**src/rtl/scph_pkg.sv**
```systemverilog
`timescale 1ns / 1ps
// Shared types and constants of the segment versus convex polygon hit block.
package scph_pkg;

	localparam int COORD_BITS       = 16;
	localparam int IDX_BITS         = 4;
	localparam int CFG_BITS         = 5;
	localparam int MAX_VERTICES_DEF = 16;
	localparam int unsigned MIN_POLY_VERTICES = 3;

	// operand, product and determinant widths of the cross-product unit
	localparam int OPW   = COORD_BITS + 2;
	localparam int PRODW = 2 * OPW;
	localparam int CRW   = PRODW + 1;

	localparam logic OP_WRITE = 1'b0;
	localparam logic OP_QUERY = 1'b1;

	typedef struct packed {
		logic                         op;
		logic [IDX_BITS-1:0]          vertex_index;
		logic signed [COORD_BITS-1:0] coord_x;
		logic signed [COORD_BITS-1:0] coord_y;
		logic signed [COORD_BITS-1:0] dir_x;
		logic signed [COORD_BITS-1:0] dir_y;
	} req_t;

	typedef struct packed {
		logic hit;
		logic endpoint_inside;
	} rsp_t;

	typedef struct packed {
		logic signed [COORD_BITS-1:0] x;
		logic signed [COORD_BITS-1:0] y;
	} vtx_t;

	typedef enum logic [2:0] {
		ST_IDLE,
		ST_LOAD0,
		ST_LOAD1,
		ST_EDGE,
		ST_DRAIN,
		ST_FIN
	} state_t;

	// determinant kinds issued per edge, in issue order
	typedef enum logic [2:0] {
		XOP_IN_O,
		XOP_IN_E,
		XOP_DEN,
		XOP_N1,
		XOP_N2
	} xop_t;

endpackage

```
**src/rtl/segment_convex_polygon_hit.sv**
```systemverilog
`timescale 1ns / 1ps
// Segment versus convex polygon hit test: top level with vertex memory and cross-product unit.
//
// Vertex write items (op 0) store one vertex in the vertex memory and return a result with both
// flags low. A query item (op 1) walks the polygon edges in table order through a single
// cross-product unit (two multipliers, one 2x2 determinant per cycle, three pipeline stages)
// that computes five determinants per edge: the side tests of origin and endpoint and the
// denominator and both numerators of the crossing test. A query walks vertex_count edges,
// clamped to MAX_VERTICES. The vertex memory has one port with a registered read, each used
// vertex read once per query. One item is in work at a time; a finished result waits in the
// output register while the next item is taken. vertex_count comes on the cfg channel, which
// is always ready; the user must write it only while the block is idle, which goes unchecked.
module segment_convex_polygon_hit #(
	parameter int MAX_VERTICES = scph_pkg::MAX_VERTICES_DEF
) (
	input  logic                          clk,
	input  logic                          arst_n,
	input  logic                          req_valid,
	output logic                          req_stall,
	input  scph_pkg::req_t                req,
	output logic                          rsp_valid,
	input  logic                          rsp_stall,
	output scph_pkg::rsp_t                rsp,
	input  logic                          cfg_valid,
	output logic                          cfg_ready,
	input  logic [scph_pkg::CFG_BITS-1:0] cfg_data
);

	localparam int AW    = $clog2(MAX_VERTICES);
	localparam int CW    = $clog2(MAX_VERTICES + 1);
	localparam int CB    = scph_pkg::COORD_BITS;
	localparam int OPW   = scph_pkg::OPW;
	localparam int PRODW = scph_pkg::PRODW;
	localparam int CRW   = scph_pkg::CRW;
	localparam int IB    = scph_pkg::IDX_BITS;
	localparam int FB    = scph_pkg::CFG_BITS;
	localparam int LW    = ((CW > FB) ? ((CW > IB) ? CW : IB) : ((FB > IB) ? FB : IB)) + 1;

	function automatic logic signed [OPW-1:0] sx(input logic signed [CB-1:0] v);
		sx = {{(OPW-CB){v[CB-1]}}, v};
	endfunction

	// num/den within [0,1], with den's sign giving the direction of the range
	function automatic logic in_unit(input logic signed [CRW-1:0] num,
	                                 input logic signed [CRW-1:0] den);
		logic pos;
		pos = !den[CRW-1] && (den != '0);
		if (pos) begin
			in_unit = !num[CRW-1] && (num <= den);
		end else begin
			in_unit = (num[CRW-1] || (num == '0)) && (num >= den);
		end
	endfunction

	scph_pkg::state_t state_q, state_d;
	scph_pkg::xop_t   step_q;
	logic [CW-1:0]    edge_q;
	logic [CW-1:0]    n_q;
	logic             qry_q;
	logic [FB-1:0]    vcount_q;

	logic signed [OPW-1:0] px_q, py_q, ex_q, ey_q, dx_q, dy_q;
	scph_pkg::vtx_t        v0_q, vi_q, vj_q, rd_q;
	scph_pkg::vtx_t        mem [MAX_VERTICES];

	logic signed [OPW-1:0]   ax_s1, ay_s1, bx_s1, by_s1;
	logic signed [PRODW-1:0] p1_s2, p2_s2;
	logic signed [CRW-1:0]   cr_s3;
	logic signed [CRW-1:0]   den_q;
	scph_pkg::xop_t          tag_s1, tag_s2, tag_s3;
	logic                    v_s1, v_s2, v_s3;

	logic neg_o_q, neg_e_q, cross_q, den_nz_q, n1ok_q;
	logic rsp_valid_q;
	scph_pkg::rsp_t rsp_q;

	logic [LW-1:0] vcount_w, n_used_w, slot_w, next_w, n_w;
	logic [CW-1:0] n_used;
	logic          req_acc, rsp_free, last_edge, next_rd_ok, pipe_busy, slot_ok;
	logic          mem_we, mem_re, issue, rsp_load;
	logic [AW-1:0] rd_addr;
	logic signed [OPW-1:0] ax_d, ay_d, bx_d, by_d;
	logic signed [OPW-1:0] vix, viy, vjx, vjy, d2x, d2y, sxv, syv;
	logic          in_poly;

	assign cfg_ready = 1'b1;
	assign rsp_valid = rsp_valid_q;
	assign rsp       = rsp_q;

	assign vcount_w = LW'(vcount_q);
	assign n_used_w = (vcount_w > LW'(MAX_VERTICES)) ? LW'(MAX_VERTICES) : vcount_w;
	assign n_used   = n_used_w[CW-1:0];
	assign slot_w   = LW'(req.vertex_index);
	assign slot_ok  = slot_w < LW'(MAX_VERTICES);
	assign n_w      = LW'(n_q);
	assign next_w   = LW'(edge_q) + LW'(2);

	assign req_acc    = req_valid && !req_stall;
	assign rsp_free   = !rsp_valid_q || !rsp_stall;
	assign last_edge  = edge_q == (n_q - CW'(1));
	assign next_rd_ok = next_w < n_w;
	assign pipe_busy  = v_s1 || v_s2 || v_s3;

	// next state
	always_comb begin
		state_d = state_q;
		unique case (state_q)
			scph_pkg::ST_IDLE: begin
				if (req_acc) begin
					if (req.op == scph_pkg::OP_QUERY && n_used != '0) begin
						state_d = scph_pkg::ST_LOAD0;
					end else begin
						state_d = scph_pkg::ST_FIN;
					end
				end
			end
			scph_pkg::ST_LOAD0: begin
				state_d = (n_q == CW'(1)) ? scph_pkg::ST_EDGE : scph_pkg::ST_LOAD1;
			end
			scph_pkg::ST_LOAD1: state_d = scph_pkg::ST_EDGE;
			scph_pkg::ST_EDGE: begin
				if (step_q == scph_pkg::XOP_N2 && last_edge) begin
					state_d = scph_pkg::ST_DRAIN;
				end
			end
			scph_pkg::ST_DRAIN: begin
				if (!pipe_busy) begin
					state_d = scph_pkg::ST_FIN;
				end
			end
			scph_pkg::ST_FIN: begin
				if (rsp_free) begin
					state_d = scph_pkg::ST_IDLE;
				end
			end
			default: state_d = scph_pkg::ST_IDLE;
		endcase
	end

	// control strobes
	always_comb begin
		req_stall = 1'b1;
		mem_we    = 1'b0;
		mem_re    = 1'b0;
		rd_addr   = '0;
		issue     = 1'b0;
		rsp_load  = 1'b0;
		unique case (state_q)
			scph_pkg::ST_IDLE: begin
				req_stall = 1'b0;
				mem_we    = req_acc && req.op == scph_pkg::OP_WRITE && slot_ok;
				mem_re    = req_acc && req.op == scph_pkg::OP_QUERY && n_used != '0;
			end
			scph_pkg::ST_LOAD0: begin
				mem_re  = n_q != CW'(1);
				rd_addr = AW'(1);
			end
			scph_pkg::ST_LOAD1: ;
			scph_pkg::ST_EDGE: begin
				issue   = 1'b1;
				// fetch the vertex after next while this edge runs
				mem_re  = step_q == scph_pkg::XOP_IN_O && next_rd_ok;
				rd_addr = next_w[AW-1:0];
			end
			scph_pkg::ST_DRAIN: ;
			scph_pkg::ST_FIN: rsp_load = rsp_free;
			default: ;
		endcase
	end

	// vertex memory, one port
	always_ff @(posedge clk) begin
		if (mem_we) begin
			mem[slot_w[AW-1:0]] <= '{x: req.coord_x, y: req.coord_y};
		end
		if (mem_re) begin
			rd_q <= mem[rd_addr];
		end
	end

	// operand selection
	always_comb begin
		vix = sx(vi_q.x);
		viy = sx(vi_q.y);
		vjx = sx(vj_q.x);
		vjy = sx(vj_q.y);
		d2x = vjx - vix;
		d2y = vjy - viy;
		sxv = px_q - vix;
		syv = py_q - viy;
		unique case (step_q)
			scph_pkg::XOP_IN_O: begin
				ax_d = vix - px_q;
				ay_d = viy - py_q;
				bx_d = vjx - px_q;
				by_d = vjy - py_q;
			end
			scph_pkg::XOP_IN_E: begin
				ax_d = vix - ex_q;
				ay_d = viy - ey_q;
				bx_d = vjx - ex_q;
				by_d = vjy - ey_q;
			end
			scph_pkg::XOP_DEN: begin
				ax_d = dx_q;
				ay_d = dy_q;
				bx_d = d2x;
				by_d = d2y;
			end
			scph_pkg::XOP_N1: begin
				ax_d = d2x;
				ay_d = d2y;
				bx_d = sxv;
				by_d = syv;
			end
			scph_pkg::XOP_N2: begin
				ax_d = dx_q;
				ay_d = dy_q;
				bx_d = sxv;
				by_d = syv;
			end
			default: begin
				ax_d = '0;
				ay_d = '0;
				bx_d = '0;
				by_d = '0;
			end
		endcase
	end

	// datapath registers
	always_ff @(posedge clk) begin
		if (req_acc) begin
			px_q <= sx(req.coord_x);
			py_q <= sx(req.coord_y);
			dx_q <= sx(req.dir_x);
			dy_q <= sx(req.dir_y);
			ex_q <= sx(req.coord_x) + sx(req.dir_x);
			ey_q <= sx(req.coord_y) + sx(req.dir_y);
		end
		if (state_q == scph_pkg::ST_LOAD0) begin
			v0_q <= rd_q;
			vi_q <= rd_q;
			if (n_q == CW'(1)) begin
				vj_q <= rd_q;
			end
		end else if (state_q == scph_pkg::ST_LOAD1) begin
			vj_q <= rd_q;
		end else if (issue && step_q == scph_pkg::XOP_N2 && !last_edge) begin
			vi_q <= vj_q;
			// closing edge wraps back to the first vertex
			vj_q <= ((edge_q + CW'(1)) == (n_q - CW'(1))) ? v0_q : rd_q;
		end
		ax_s1 <= ax_d;
		ay_s1 <= ay_d;
		bx_s1 <= bx_d;
		by_s1 <= by_d;
		p1_s2 <= PRODW'(ax_s1) * PRODW'(by_s1);
		p2_s2 <= PRODW'(bx_s1) * PRODW'(ay_s1);
		cr_s3 <= CRW'(p1_s2) - CRW'(p2_s2);
		if (v_s3 && tag_s3 == scph_pkg::XOP_DEN) begin
			den_q <= cr_s3;
		end
	end

	assign in_poly = qry_q && (n_w >= LW'(scph_pkg::MIN_POLY_VERTICES)) &&
	                 (!neg_o_q || !neg_e_q);

	// control registers
	always_ff @(posedge clk or negedge arst_n) begin
		if (!arst_n) begin
			state_q     <= scph_pkg::ST_IDLE;
			step_q      <= scph_pkg::XOP_IN_O;
			edge_q      <= '0;
			n_q         <= '0;
			qry_q       <= 1'b0;
			vcount_q    <= '0;
			v_s1        <= 1'b0;
			v_s2        <= 1'b0;
			v_s3        <= 1'b0;
			tag_s1      <= scph_pkg::XOP_IN_O;
			tag_s2      <= scph_pkg::XOP_IN_O;
			tag_s3      <= scph_pkg::XOP_IN_O;
			neg_o_q     <= 1'b0;
			neg_e_q     <= 1'b0;
			cross_q     <= 1'b0;
			den_nz_q    <= 1'b0;
			n1ok_q      <= 1'b0;
			rsp_valid_q <= 1'b0;
			rsp_q       <= '0;
		end else begin
			state_q <= state_d;
			if (cfg_valid && cfg_ready) begin
				vcount_q <= cfg_data;
			end
			if (req_acc) begin
				n_q     <= n_used;
				qry_q   <= req.op == scph_pkg::OP_QUERY;
				edge_q  <= '0;
				step_q  <= scph_pkg::XOP_IN_O;
				neg_o_q <= 1'b0;
				neg_e_q <= 1'b0;
				cross_q <= 1'b0;
			end
			if (issue) begin
				unique case (step_q)
					scph_pkg::XOP_IN_O: step_q <= scph_pkg::XOP_IN_E;
					scph_pkg::XOP_IN_E: step_q <= scph_pkg::XOP_DEN;
					scph_pkg::XOP_DEN:  step_q <= scph_pkg::XOP_N1;
					scph_pkg::XOP_N1:   step_q <= scph_pkg::XOP_N2;
					scph_pkg::XOP_N2: begin
						step_q <= scph_pkg::XOP_IN_O;
						edge_q <= edge_q + CW'(1);
					end
					default: step_q <= scph_pkg::XOP_IN_O;
				endcase
			end
			v_s1   <= issue;
			tag_s1 <= step_q;
			v_s2   <= v_s1;
			tag_s2 <= tag_s1;
			v_s3   <= v_s2;
			tag_s3 <= tag_s2;
			if (v_s3) begin
				unique case (tag_s3)
					scph_pkg::XOP_IN_O: if (cr_s3[CRW-1]) neg_o_q <= 1'b1;
					scph_pkg::XOP_IN_E: if (cr_s3[CRW-1]) neg_e_q <= 1'b1;
					scph_pkg::XOP_DEN:  den_nz_q <= cr_s3 != '0;
					scph_pkg::XOP_N1:   n1ok_q <= in_unit(cr_s3, den_q);
					scph_pkg::XOP_N2: begin
						if (den_nz_q && n1ok_q && in_unit(cr_s3, den_q)) begin
							cross_q <= 1'b1;
						end
					end
					default: ;
				endcase
			end
			if (rsp_load) begin
				rsp_valid_q           <= 1'b1;
				rsp_q.endpoint_inside <= in_poly;
				rsp_q.hit             <= in_poly || cross_q;
			end else if (rsp_valid_q && !rsp_stall) begin
				rsp_valid_q <= 1'b0;
			end
		end
	end

endmodule

```
**config.mk**
```make
export PLATFORM = sky130hd
export DESIGN_NAME = segment_convex_polygon_hit
export DESIGN_NICKNAME = d
export VERILOG_FILES = /design/src/rtl/scph_pkg.sv /design/src/rtl/segment_convex_polygon_hit.sv
export SDC_FILE = /design/constraint.sdc
export NUM_CORES = 2
export LEC_CHECK = 0
export BUFFER_PORTS_ARGS = -buffer_cell sky130_fd_sc_hd__buf_2
export CORE_ASPECT_RATIO = 1.1
export CORE_UTILIZATION = 60
export CTS_BUF_LIST = sky130_fd_sc_hd__clkbuf_16
export DETAILED_ROUTE_END_ITERATION = 10
export PLACE_DENSITY = 0.76
export SKIP_CTS_REPAIR_TIMING = 1
export SLEW_MARGIN = 0
export SYNTH_ARGS = -nofsm -noshare
export SYNTH_HDL_FRONTEND = slang
export SYNTH_SLANG_ARGS = --single-unit
```
**constraint.sdc**
```tcl
create_clock -name clk -period 11.7 [get_ports clk]
set_clock_uncertainty 0.05 [all_clocks]
set_input_delay 0.585 -clock clk [delete_from_list [all_inputs] [get_ports clk]]
set_output_delay 0.585 -clock clk [all_outputs]
set_load 0.01 [all_outputs]
```
* Yosys cells after proc, flatten, opt, wreduce, memory -nomap -nowiden
Memories as Yosys holds them, arrays and structs flattened. A register that Yosys moved wholly into a read port is not among the register bits.
Index checks and enable logic that the tools add are counted.
** Storage, ports and cells
- Flip-flop bits (word level) :: 456
- Bits in writable memories :: 512
- Input port bits :: 79
- Output and inout bits :: 5
- Logic and storage cells :: 192
- Memories :: 1
** Memory list
- mem :: words 16, bits a word 32, rd ports 1, clocked after memory_dff 1, write ports 1, line segment_convex_polygon_hit.sv:64 : scph_pkg::vtx_t mem [MAX_VERTICES];
** Cells by class
- Add/sub/neg operators :: 18
- $mul :: 2
- Magnitude comparators :: 6
- Equality and inequality tests :: 23
- Muxes and demuxes :: 51
- Bitwise gates (word level) :: 1
- Reductions and logical operators :: 50
** Operators by type and width (count)
- 18-bit case mux with 4 select lines :: 4
- 32-bit 2-to-1 mux :: 8
- 16-bit by 16-bit subtractor with 17-bit output :: 8
- 37-bit nonzero test :: 2
- 18-bit by 18-bit multiplier with 36-bit output :: 2
- 16-bit by 18-bit subtractor with 18-bit output :: 4
- 37-bit greater-or-equal comparator :: 1
- 37-bit less-or-equal comparator :: 1
- 37-bit logical NOT :: 1
- 36-bit by 36-bit subtractor with 37-bit output :: 1
- 16-bit by 16-bit adder with 17-bit output :: 2
- 1-bit 2-to-1 mux :: 24
- 3-bit 2-to-1 mux :: 7
- 5-bit 2-to-1 mux :: 4
- 1-bit logical AND :: 19
- 3-bit by 2-bit == test with 1-bit output, second input constant :: 6
- 3-bit case mux with 6 select lines :: 1
- 3-bit == test, second input constant :: 4
- 2-bit inequality test, second input constant :: 6
- 3-bit case mux with 4 select lines :: 1
- 5-bit == test :: 2
- 3-bit by 1-bit == test with 1-bit output, second input constant :: 3
- 3-bit logical NOT :: 3
- 4-bit case mux with 2 select lines :: 1
- other kinds (19) :: 36

* Logic depth before layout (Yosys ltp)
- Depth in word-level cells :: 10
- Gate-level depth with buffers :: 25
- Depth with buffers taken out :: 24

* Worst setup path before layout
OpenSTA, ideal clock, no wires.
- Kind :: register -> register
- From :: register by_s1[9]
- To :: register p1_s2[33]
- Setup time :: 0.058 ns
- Data arrival time :: 6.509 ns
- Required time :: 11.592 ns
- Setup slack :: 5.083 ns
- Cell stages (with the launch flop) :: 25
- Path buffers :: 2
- Period minus slack after synthesis :: 6.617 ns
- Cells stage by stage :: dfxtp_1 > clkbuf_1 > clkbuf_1 > nand2_1 > fa_1 > inv_1 > fa_1 > inv_1 > fa_1 > inv_1 > fa_1 > fa_1 > inv_1 > fa_1 > inv_1 > ha_1 > and3_1 > and3_4 > o211a_1 > or4_4 > a311o_1 > a211o_1 > a21o_1 > nor4b_2 > a211o_1
** Between the ends
- Longest elaborated chain between the ends :: 1
** RTL lines
- from (decl) :: line segment_convex_polygon_hit.sv:66 : logic signed [OPW-1:0] ax_s1, ay_s1, bx_s1, by_s1;
- from (signal assigned) :: line segment_convex_polygon_hit.sv:257 : by_s1 <= by_d;
- 18-bit by 18-bit multiplier with 36-bit output :: line segment_convex_polygon_hit.sv:258 : p1_s2 <= PRODW'(ax_s1) * PRODW'(by_s1);
- to (signal assigned) :: line segment_convex_polygon_hit.sv:258
- to (decl) :: line segment_convex_polygon_hit.sv:67 : logic signed [PRODW-1:0] p1_s2, p2_s2;
No other way between the ends.
A chain may end at the register's enable or synchronous reset.

* Final worst setup path
- From :: register bx_s1[10]
- To :: register p2_s2[35]
** Between the ends
- Longest elaborated chain between the ends :: 1
** RTL lines
- from (decl) :: line segment_convex_polygon_hit.sv:66
- from (signal assigned) :: line segment_convex_polygon_hit.sv:256 : bx_s1 <= bx_d;
- 18-bit by 18-bit multiplier with 36-bit output :: line segment_convex_polygon_hit.sv:259 : p2_s2 <= PRODW'(bx_s1) * PRODW'(ay_s1);
- to (signal assigned) :: line segment_convex_polygon_hit.sv:259
- to (decl) :: line segment_convex_polygon_hit.sv:67
No other way between the ends.

==> flow_summary.ini <==
[synthesis]
ys_ff_latch = 998
syn_area_per_cell_um2 = 11.3
synth_top_area_cell = edfxtp_1
synthFlopType = edfxtp_1
synth_top_area_share_pct = 31.9
syn_area_mm2 = 0.0729
async_reset_ff_share_pct = 4.21
synth_area_leaders = edfxtp_1 (32%), fa_1 (18%), ha_1 (8.5%)
yosys_warnings = 0
synth-seq-area-share_pct = 38.4
synth-edff-count = 775
synthCells = 6440
synth.distinct_cells = 86
synthesis.nets = 7689

[finish]
n_fill_cell = 8982
final_common_cell = inv_1
synthToLayoutAreaGrowth_pct = 7.71
final_cell_mix = inv_1 (1,001), edfxtp_1 (775), fa_1 (673)
postLayoutCoreUtil_pct = 65.4
drive_gt1_share_pct = 8.39
final_nets = 7711
final_area_mm2 = 0.0785

[setup_path]
worstPathArrival_ns = 7.62
slowest_stage = dfxtp_1
path_max_fanout = 18
path_class = flip-flop to flip-flop
startpoint = bx_s1[10]
r2r-start = bx_s1[10]
crit_path_frequent_cell = fa_1
crit_chain = nand2_1 > fa_1 > inv_1 > fa_1 > fa_1 > fa_1 > fa_1 > inv_1 > fa_1 > inv_1 > ha_1 > and4_1 > nand2_1 > a2111oi_0 > nor2_1 > a211oi_1 > nor4_1 > o21bai_1 > a21oi_1 > xnor2_1
required_ns = 12.23
crit_path_end_kind = flip-flop
max_stage_delay_ns = 0.90
crit_path_start_kind = flip-flop

[grt]
grt_pass1_wl_um = 287000
grt-ovfl-total = 0
grt_usage_pct = 30.6
antenna_found_initial = 15
grt_pass1_vias = 50944
grt_start_max_net_pins = 113

[timing]
hold_slack_ns = -0.0246
fmax_mhz = 141
worst_pin_slew_ns = 1.46
final.setup.worst_slack_ns = 4.61
drv_slew = 0
hold_violations = 19
slew_headroom_pct = 1.82
setup_viol = 0
grt_setup_unrepaired = no
finalCritPeriodShare_pct = 60.6
tns_ns = 0
period_minus_slack_ns = 7.09

[place]
placement.io_buffers = 82
dp_slack_ns = 4.69
dp_hpwl_um = 137000
gp_congestion = 0.972
placed_area_mm2 = 0.0750

[floorplanning]
rows = 133
core_mm2 = 0.120
die_w_um = 334
die_h_um = 368
pin_count = 84
initial_core_util_pct = 60.7
die_area_mm2 = 0.123

[run]
max_cap_viol_count = 0

[clocking]
cts_root_buf = clkbuf_16
cts_buffers = 101
clkTransAtPathRegs_ns = 0.06
cts_num_sinks = 998
clock_latency_ns = 0.73
htree_num_levels = 3
cts_tree = yes
cts_max_path_buffers = 3

[detailed_routing]
drc = 0
vias_per_cell = 5.97
via_count = 48800
drt_first_pass_iters = 6
antenna_left = 0
drt_iter0_markers = 3903
finalWirelength_um = 185000
wl_per_cell_um = 22.7

[worst_hold_path]
hold_class = input port to async pin

[run_status]
violations = hold timing
status = finished with violations
-- final cells by class --
cell class	count	area, um^2	share of cell area [%]
Sequential cell	998	27900	35.6
Tap cell	1620	2030	2.58
Inverter	988	3710	4.73
Antenna cell	10	25.0	0.0319
Multi-Input combinational cell	4244	40600	51.7
Clock inverter	84	862	1.10
Clock buffer	102	2550	3.25
Timing Repair Buffer	129	788	1.00
-- stage by stage --
step	cells	hold WS (ns)
6_report	8175	-0.0246
5_1_grt	8172	0.00554
3_3_place_gp	7979	0.282
4_1_cts	8165	-0.0462
2_1_floorplan	6440	0.239
3_5_place_dp	7979	0.286
-- flip-flops by register name, indices dropped and copies added, names as in the netlist, 32 cells and up --
| register | count |
|---|---|
| p1_s2 | 36 |
| den_q | 37 |
| rd_q | 32 |
| vj_q | 32 |
| mem | 512 |
| vi_q | 32 |
| p2_s2 | 36 |
| cr_s3 | 37 |
| v0_q | 32 |
-- critical path: cells and delay by family (launching register included) --
| family | cells | cell delay (ns) |
|---|---|---|
| fa+ha+maj | 7 | 3.44 |
| compound gates | 4 | 1.41 |
| flops | 1 | 0.90 |
| simple gates | 5 | 0.86 |
| buf+inv | 3 | 0.14 |
| xor+xnor | 1 | 0.12 |
-- metal layers --
| layer | up-vias | GRT usage, % | share of wire (%) |
|---|---|---|---|
| met4 | 12 | 18.3 | 6.3 |
| met1 | 24374 | 38.5 | 39 |
| met3 | 524 | 4.03 | 6.5 |
| li1 | 21958 | - | - |
| met2 | 1932 | 50.8 | 48 |
| met5 | - | 0 | 0.040 |
-- cells by family after synthesis --
logic type / after synthesis / synth area share (%)
AO/OA/AOI/OAI: 1000 / 9.00
XOR/XNOR: 285 / 3.43
adder cells (fa/ha/maj): 1170 / 27.0
buffers and inverters: 1198 / 6.20
flip-flops: 998 / 38.4
multiplexers: 221 / 5.50
other: 1 / 0.00515
AND/OR/NAND/NOR: 1567 / 10.5
-- synth_stat cells, types with 85 or more instances --
cell type,count
xnor2_1,200
a21oi_1,226
o21ai_0,201
nand2_1,566
clkbuf_1,177
a21o_1,110
and2_1,363
xor2_1,85
dfxtp_1,181
mux4_2,136
fa_1,673
inv_1,985
edfxtp_1,775
ha_1,497
nor2_1,262
-- worst paths after layout --
check                      slack [ns]  depth (start not counted)           to
setup reg to reg                 4.61                         20    p2_s2[35]
hold reg to reg                  0.30                          0    tag_s2[1]
hold / removal                  -0.02                          1  vcount_q[2]
min in group clk                 0.02                          1     dx_q[15]
setup / recovery                 4.61                         20    p2_s2[35]
max in group asynchronous       10.96                          1      neg_e_q
Power is not shown: default switching activity piles up to over one toggle a cycle in this logic, so the estimate is an artifact.
